<file path="src/sv/pfa_pkg.sv">
package pfa_pkg;

  localparam int NUM_FRAMES = 64;
  localparam int VA_PAGE_BITS = 12;
  localparam int IDX_W      = $clog2(NUM_FRAMES);
  localparam int AGE_W      = 32;
  localparam int PAGE_W     = 52;
  localparam int UPAGE_W    = 27;
  localparam int OWNER_W    = 64;
  localparam int FIDX_W     = 6;

  localparam int IN_DATA_W  = 104;
  localparam int OUT_DATA_W = 152;

  localparam logic CMD_ALLOC = 1'b0;
  localparam logic CMD_FREE  = 1'b1;

  typedef struct packed {
    logic             scan_start;
    logic             age_start;
    logic [IDX_W-1:0] pick;
  } age_cmd_t;

  typedef struct packed {
    logic             done;
    logic             free_found;
    logic [IDX_W-1:0] free_idx;
    logic [IDX_W-1:0] oldest_idx;
  } age_stat_t;

  typedef struct packed {
    logic [OWNER_W-1:0] owner;
    logic [UPAGE_W-1:0] upage;
  } frame_rec_t;

endpackage

</file>
<file path="src/sv/pfa_age_engine.sv">
module pfa_age_engine (
  input  logic                                clk_i,
  input  logic                                rst_ni,
  input  pfa_pkg::age_cmd_t                   cmd_i,
  input  logic [pfa_pkg::NUM_FRAMES-1:0]      used_i,
  output pfa_pkg::age_stat_t                  stat_o
);

  typedef enum logic [2:0] {
    E_IDLE = 3'b001,
    E_SCAN = 3'b010,
    E_AGE  = 3'b100
  } eng_state_e;

  localparam int IW = pfa_pkg::IDX_W;
  localparam int AW = pfa_pkg::AGE_W;

  eng_state_e        state_q, state_d;
  logic [IW:0]       cnt_q, cnt_d;
  logic              rd_v_q;
  logic [IW-1:0]     rd_a_q;
  logic [AW-1:0]     rdata_q;
  logic              found_q, found_d;
  logic [IW-1:0]     free_q, free_d;
  logic [IW-1:0]     old_q, old_d;
  logic [AW-1:0]     best_q, best_d;
  logic [IW-1:0]     pick_q, pick_d;
  logic              done_q, done_d;

  logic              issue;
  logic              last;
  logic [IW-1:0]     ra;
  logic              we;
  logic [AW-1:0]     wd;

  logic [AW-1:0]     age_mem [pfa_pkg::NUM_FRAMES];

  always_comb begin
    issue = (state_q != E_IDLE) && (cnt_q < (IW+1)'(pfa_pkg::NUM_FRAMES));
    ra    = cnt_q[IW-1:0];
    last  = rd_v_q && (rd_a_q == IW'(pfa_pkg::NUM_FRAMES - 1));
    we    = (state_q == E_AGE) && rd_v_q && ((rd_a_q == pick_q) || used_i[rd_a_q]);
    if (rd_a_q == pick_q) begin
      wd = AW'(2);
    end else if (rdata_q == '1) begin
      wd = rdata_q;
    end else begin
      wd = rdata_q + AW'(1);
    end
  end

  always_comb begin
    state_d = state_q;
    cnt_d   = issue ? cnt_q + (IW+1)'(1) : cnt_q;
    found_d = found_q;
    free_d  = free_q;
    old_d   = old_q;
    best_d  = best_q;
    pick_d  = pick_q;
    done_d  = 1'b0;
    case (state_q)
      E_IDLE: begin
        if (cmd_i.scan_start) begin
          state_d = E_SCAN;
          cnt_d   = '0;
          found_d = 1'b0;
          free_d  = '0;
          old_d   = '0;
          best_d  = '0;
        end else if (cmd_i.age_start) begin
          state_d = E_AGE;
          cnt_d   = '0;
          pick_d  = cmd_i.pick;
        end
      end
      E_SCAN: begin
        if (rd_v_q) begin
          if (!used_i[rd_a_q] && !found_q) begin
            found_d = 1'b1;
            free_d  = rd_a_q;
          end
          if (rdata_q > best_q) begin
            best_d = rdata_q;
            old_d  = rd_a_q;
          end
        end
        if (last) begin
          state_d = E_IDLE;
          done_d  = 1'b1;
        end
      end
      E_AGE: begin
        if (last) begin
          state_d = E_IDLE;
          done_d  = 1'b1;
        end
      end
      default: state_d = E_IDLE;
    endcase
  end

  always_ff @(posedge clk_i or negedge rst_ni) begin
    if (!rst_ni) begin
      state_q <= E_IDLE;
      cnt_q   <= '0;
      rd_v_q  <= 1'b0;
      rd_a_q  <= '0;
      found_q <= 1'b0;
      done_q  <= 1'b0;
    end else begin
      state_q <= state_d;
      cnt_q   <= cnt_d;
      rd_v_q  <= issue;
      rd_a_q  <= ra;
      found_q <= found_d;
      done_q  <= done_d;
    end
  end

  always_ff @(posedge clk_i) begin
    free_q <= free_d;
    old_q  <= old_d;
    best_q <= best_d;
    pick_q <= pick_d;
  end

  always_ff @(posedge clk_i) begin
    if (we) begin
      age_mem[rd_a_q] <= wd;
    end
    if (issue) begin
      rdata_q <= age_mem[ra];
    end
  end

  assign stat_o.done       = done_q;
  assign stat_o.free_found = found_q;
  assign stat_o.free_idx   = free_q;
  assign stat_o.oldest_idx = old_q;

endmodule

</file>
<file path="config.mk">
export PLATFORM = sky130hd
export DESIGN_NAME = pfa_age_engine
export DESIGN_NICKNAME = d
export VERILOG_FILES = /design/src/sv/pfa_pkg.sv /design/src/sv/pfa_age_engine.sv
export SDC_FILE = /design/constraint.sdc
export NUM_CORES = 2
export LEC_CHECK = 0
export BUFFER_PORTS_ARGS = -buffer_cell sky130_fd_sc_hd__buf_4
export CORE_MARGIN = 5
export CORE_UTILIZATION = 55
export DETAILED_ROUTE_END_ITERATION = 8
export PLACE_DENSITY_LB_ADDON = 0.3
export SLEW_MARGIN = 20
export SYNTH_ARGS = -nofsm -noshare
export SYNTH_HDL_FRONTEND = slang
export SYNTH_SLANG_ARGS = --single-unit
</file>
<file path="constraint.sdc">
create_clock -name clk_i -period 13.5 [get_ports clk_i]
set_input_delay 0 -clock clk_i [delete_from_list [all_inputs] [get_ports clk_i]]
set_output_delay 0 -clock clk_i [all_outputs]
set_load 0.02 [all_outputs]
</file>
==> flow_metrics.tcl <==
set metrics [dict create \
    outcome "complete, no violations" \
    rsz0062_at_grt "no" \
    netSwitchingFraction 0.321 \
    power_density_nw_per_um2 214 \
    post-route-period-util 0.384 \
    routabilityCongestion 0.933 \
    h-tree-depth 4 \
    cts_buffers 198 \
    port_buffers 87 \
    drive_gt1_frac 0.277 \
    pwr-share-seq 0.441 \
    cts_setup_buffers 0 \
    syn_nets 3987 \
    num_vias 41900 \
    post_drt_wl_per_cell_um 34.2 \
    dp_slack_ns 8.02 \
    worst_pin_slew_ns 1.26 \
    crit_buf_inv 3 \
    max_cap_violations 0 \
    die_y_um 402 \
    drtIter0Drc 6687 \
    syn2layout_area_growth_pct 12.1 \
    antenna_cells 0 \
    critPathMaxFanout 98 \
    drc 0 \
    placed_cells 5929 \
    path_cells "buf_12 -> buf_4 -> buf_4 -> mux4_2 -> mux4_2 -> a221o_1" \
    clock_sinks 2149 \
    layout.cells.most_common "edfxtp_1" \
    comb_power_share 0.293 \
    stdcell_area_sq_um 94900 \
    nNetsFinal 4211 \
    clock_skew_ns 0.0361 \
    grt_antenna_before_repair 13 \
    rrSetupSlack_ns 8.32 \
    cts_buffer_depth 3 \
    core_area_sq_um 154000 \
    initial_core_util 0.551 \
    ys_seq_area_frac 0.762 \
    finalSetupTns_ns 0 \
    setup_slack_ns 8.32 \
    fin_hold_ws_ns 0.224 \
    cp_num_cells 6 \
    clk_pin_slew_ns 0.06 \
    p_leak_uw 0.0294 \
    synth_seq_cells 2149 \
    insertion_delay_ns 0.84 \
    synth_top_flop_cell "edfxtp_1" \
    final-setup-viol-count 0 \
    cts_root_buffer "clkbuf_16" \
    ys_warn_count 0 \
    placed_cell_area_sq_um 88400 \
    cp-start-kind "flop" \
    die_area_sq_um 162000 \
    hold_path_depth 6 \
    cp-end-kind "flop" \
    max_slew_margin 0.153 \
    hpwl_um 118000 \
    finalHoldViolations 0 \
    cts_tree "yes" \
    chipWidth_um 402 \
    fmax_mhz 193 \
    grt_pass1_wl_um 306000 \
    async_reset_ff_frac 0.00884 \
    num_rows 144 \
    syn_area_per_cell_sq_um 21.8 \
    worstPathRequired_ns 14.07 \
    syn-cell-area_sq_um 84600 \
    ir_drop_mv 0.165 \
    totalWireLength_um 216000 \
    drtPass1Iterations 6 \
    cp_top_family "buffers and inverters" \
    clkPwrFrac 0.266 \
    netlist_instances 3879 \
    drtAntennaViolNets 0 \
    ios 88 \
    grt_use_total 0.267 \
    grt_max_degree 127 \
    worst_path_largest_cell_delay_ns 1.02 \
    final_cell_mix "2130 x edfxtp_1, 539 x mux4_2, 230 x buf_4" \
    yosysUniqueCellTypes 62 \
    critPathKind "flop to flop" \
    min_path_type "input port to flop" \
    p_int_uw 13800 \
    p_switching_uw 6510 \
    vias_per_cell 6.64 \
    synth_edf_count 2130 \
    cp.arrival_ns 5.74 \
    drv_slew 0 \
    ff2ff_path_depth 6 \
    finalCriticalPeriod_ns 5.18 \
    overflow 0 \
    final_cells 6307 \
    grt_pass1_vias 41679 \
    cp_slowest_cell "dfrtp_4" \
]
registers in the layout, summed over array words and instances (netlist names):
signal / cells
old_q: 6
cnt_q: 7
state_q: 3
done_q: 1
free_q: 6
rdata_q: 32
found_q: 1
pick_q: 6
age_mem: 2048
rd_a_q: 6
best_q: 32
rd_v_q: 1
final timing paths:
check / start / to
worst min register to register: found_q / found_q
worst min-delay path: used_i[7] / found_q
worst max register to register: cnt_q[0] / rdata_q[7]
min in group asynchronous: rst_ni / cnt_q[5]
worst max-delay path: cnt_q[0] / rdata_q[7]
max in group asynchronous: rst_ni / cnt_q[0]
cells in the mapped netlist (8+ instances only):
library cell | instances | area [sq um]
a2111oi_0 | 8 | 70.1
a211oi_1 | 69 | 518
a21o_1 | 13 | 97.6
a21oi_1 | 73 | 365
a221o_1 | 35 | 350
a22oi_1 | 12 | 90.1
a31oi_1 | 9 | 56.3
and2_1 | 40 | 250
and3_1 | 9 | 56.3
and4_1 | 9 | 78.8
buf_1 | 21 | 78.8
buf_2 | 53 | 265
buf_4 | 50 | 375
buf_6 | 16 | 180
clkbuf_1 | 89 | 334
dfrtp_1 | 18 | 450
edfxtp_1 | 2130 | 64000
ha_1 | 34 | 425
inv_1 | 34 | 128
mux2_2 | 24 | 270
mux2i_1 | 137 | 1370
mux4_2 | 539 | 12100
nand2_1 | 45 | 169
nand2b_1 | 13 | 81.3
nand3_1 | 27 | 135
nand3b_1 | 9 | 67.6
nand4_1 | 24 | 150
nor2_1 | 57 | 214
nor2b_1 | 74 | 463
nor3_1 | 64 | 320
o21ai_0 | 33 | 165
xnor2_1 | 14 | 123
xor2_1 | 22 | 193
worst min-delay path, delay by kind of cell:
family / cells / cell delay (ns)
AOI/OAI and AO/OA: 4 / 0.51
and+or+nand+nor: 1 / 0.33
buffers and inverters: 1 / 0.16
through the flow:
stage          utilization  total power (uW)
2_1_floorplan            -             12800
3_3_place_gp         0.576             14800
3_5_place_dp         0.576             14900
4_1_cts              0.618             20300
5_1_grt              0.618             20900
6_report             0.618             20300
per-layer routing:
metal	track usage	wire length (um)	up-vias
li1	-	-	16815
met1	0.385	80500	21958
met2	0.394	96800	2721
met3	0.0798	29600	402
met4	0.0978	8690	4
met5	0	21	-
power by group through the flow:
stage / Combinational, uW / Sequential (uW) / Clock [uW]
6_report: 5930 / 8940 / 5390
5_1_grt: 6230 / 8950 / 5750
4_1_cts: 5870 / 8930 / 5460
3_5_place_dp: 5850 / 9070 / 0
3_3_place_gp: 5730 / 9070 / 0
2_1_floorplan: 3810 / 8950 / 0
final cells by class:
cell class,count,area [sq um]
Sequential cell,2149,64500
Fill cell,10286,58700
Multi-Input combinational cell,1467,19500
Clock buffer,255,5280
Tap cell,2044,2560
Timing Repair Buffer,253,2020
Clock inverter,105,950
Inverter,34,128
cells by family after synthesis:
logic type	after synthesis	synth area share
compound gates	300	0.0249
mux	700	0.163
xor+xnor	36	0.00373
buf+inv	263	0.0161
fa+ha+maj	34	0.00503
flops	2149	0.762
simple gates	397	0.0259
timing repair:
action	CTS	global route
resized for setup	0	0
endpoints found under the hold margin	48	0
hold buffers	17	0
(Power assumes the default switching activity.)
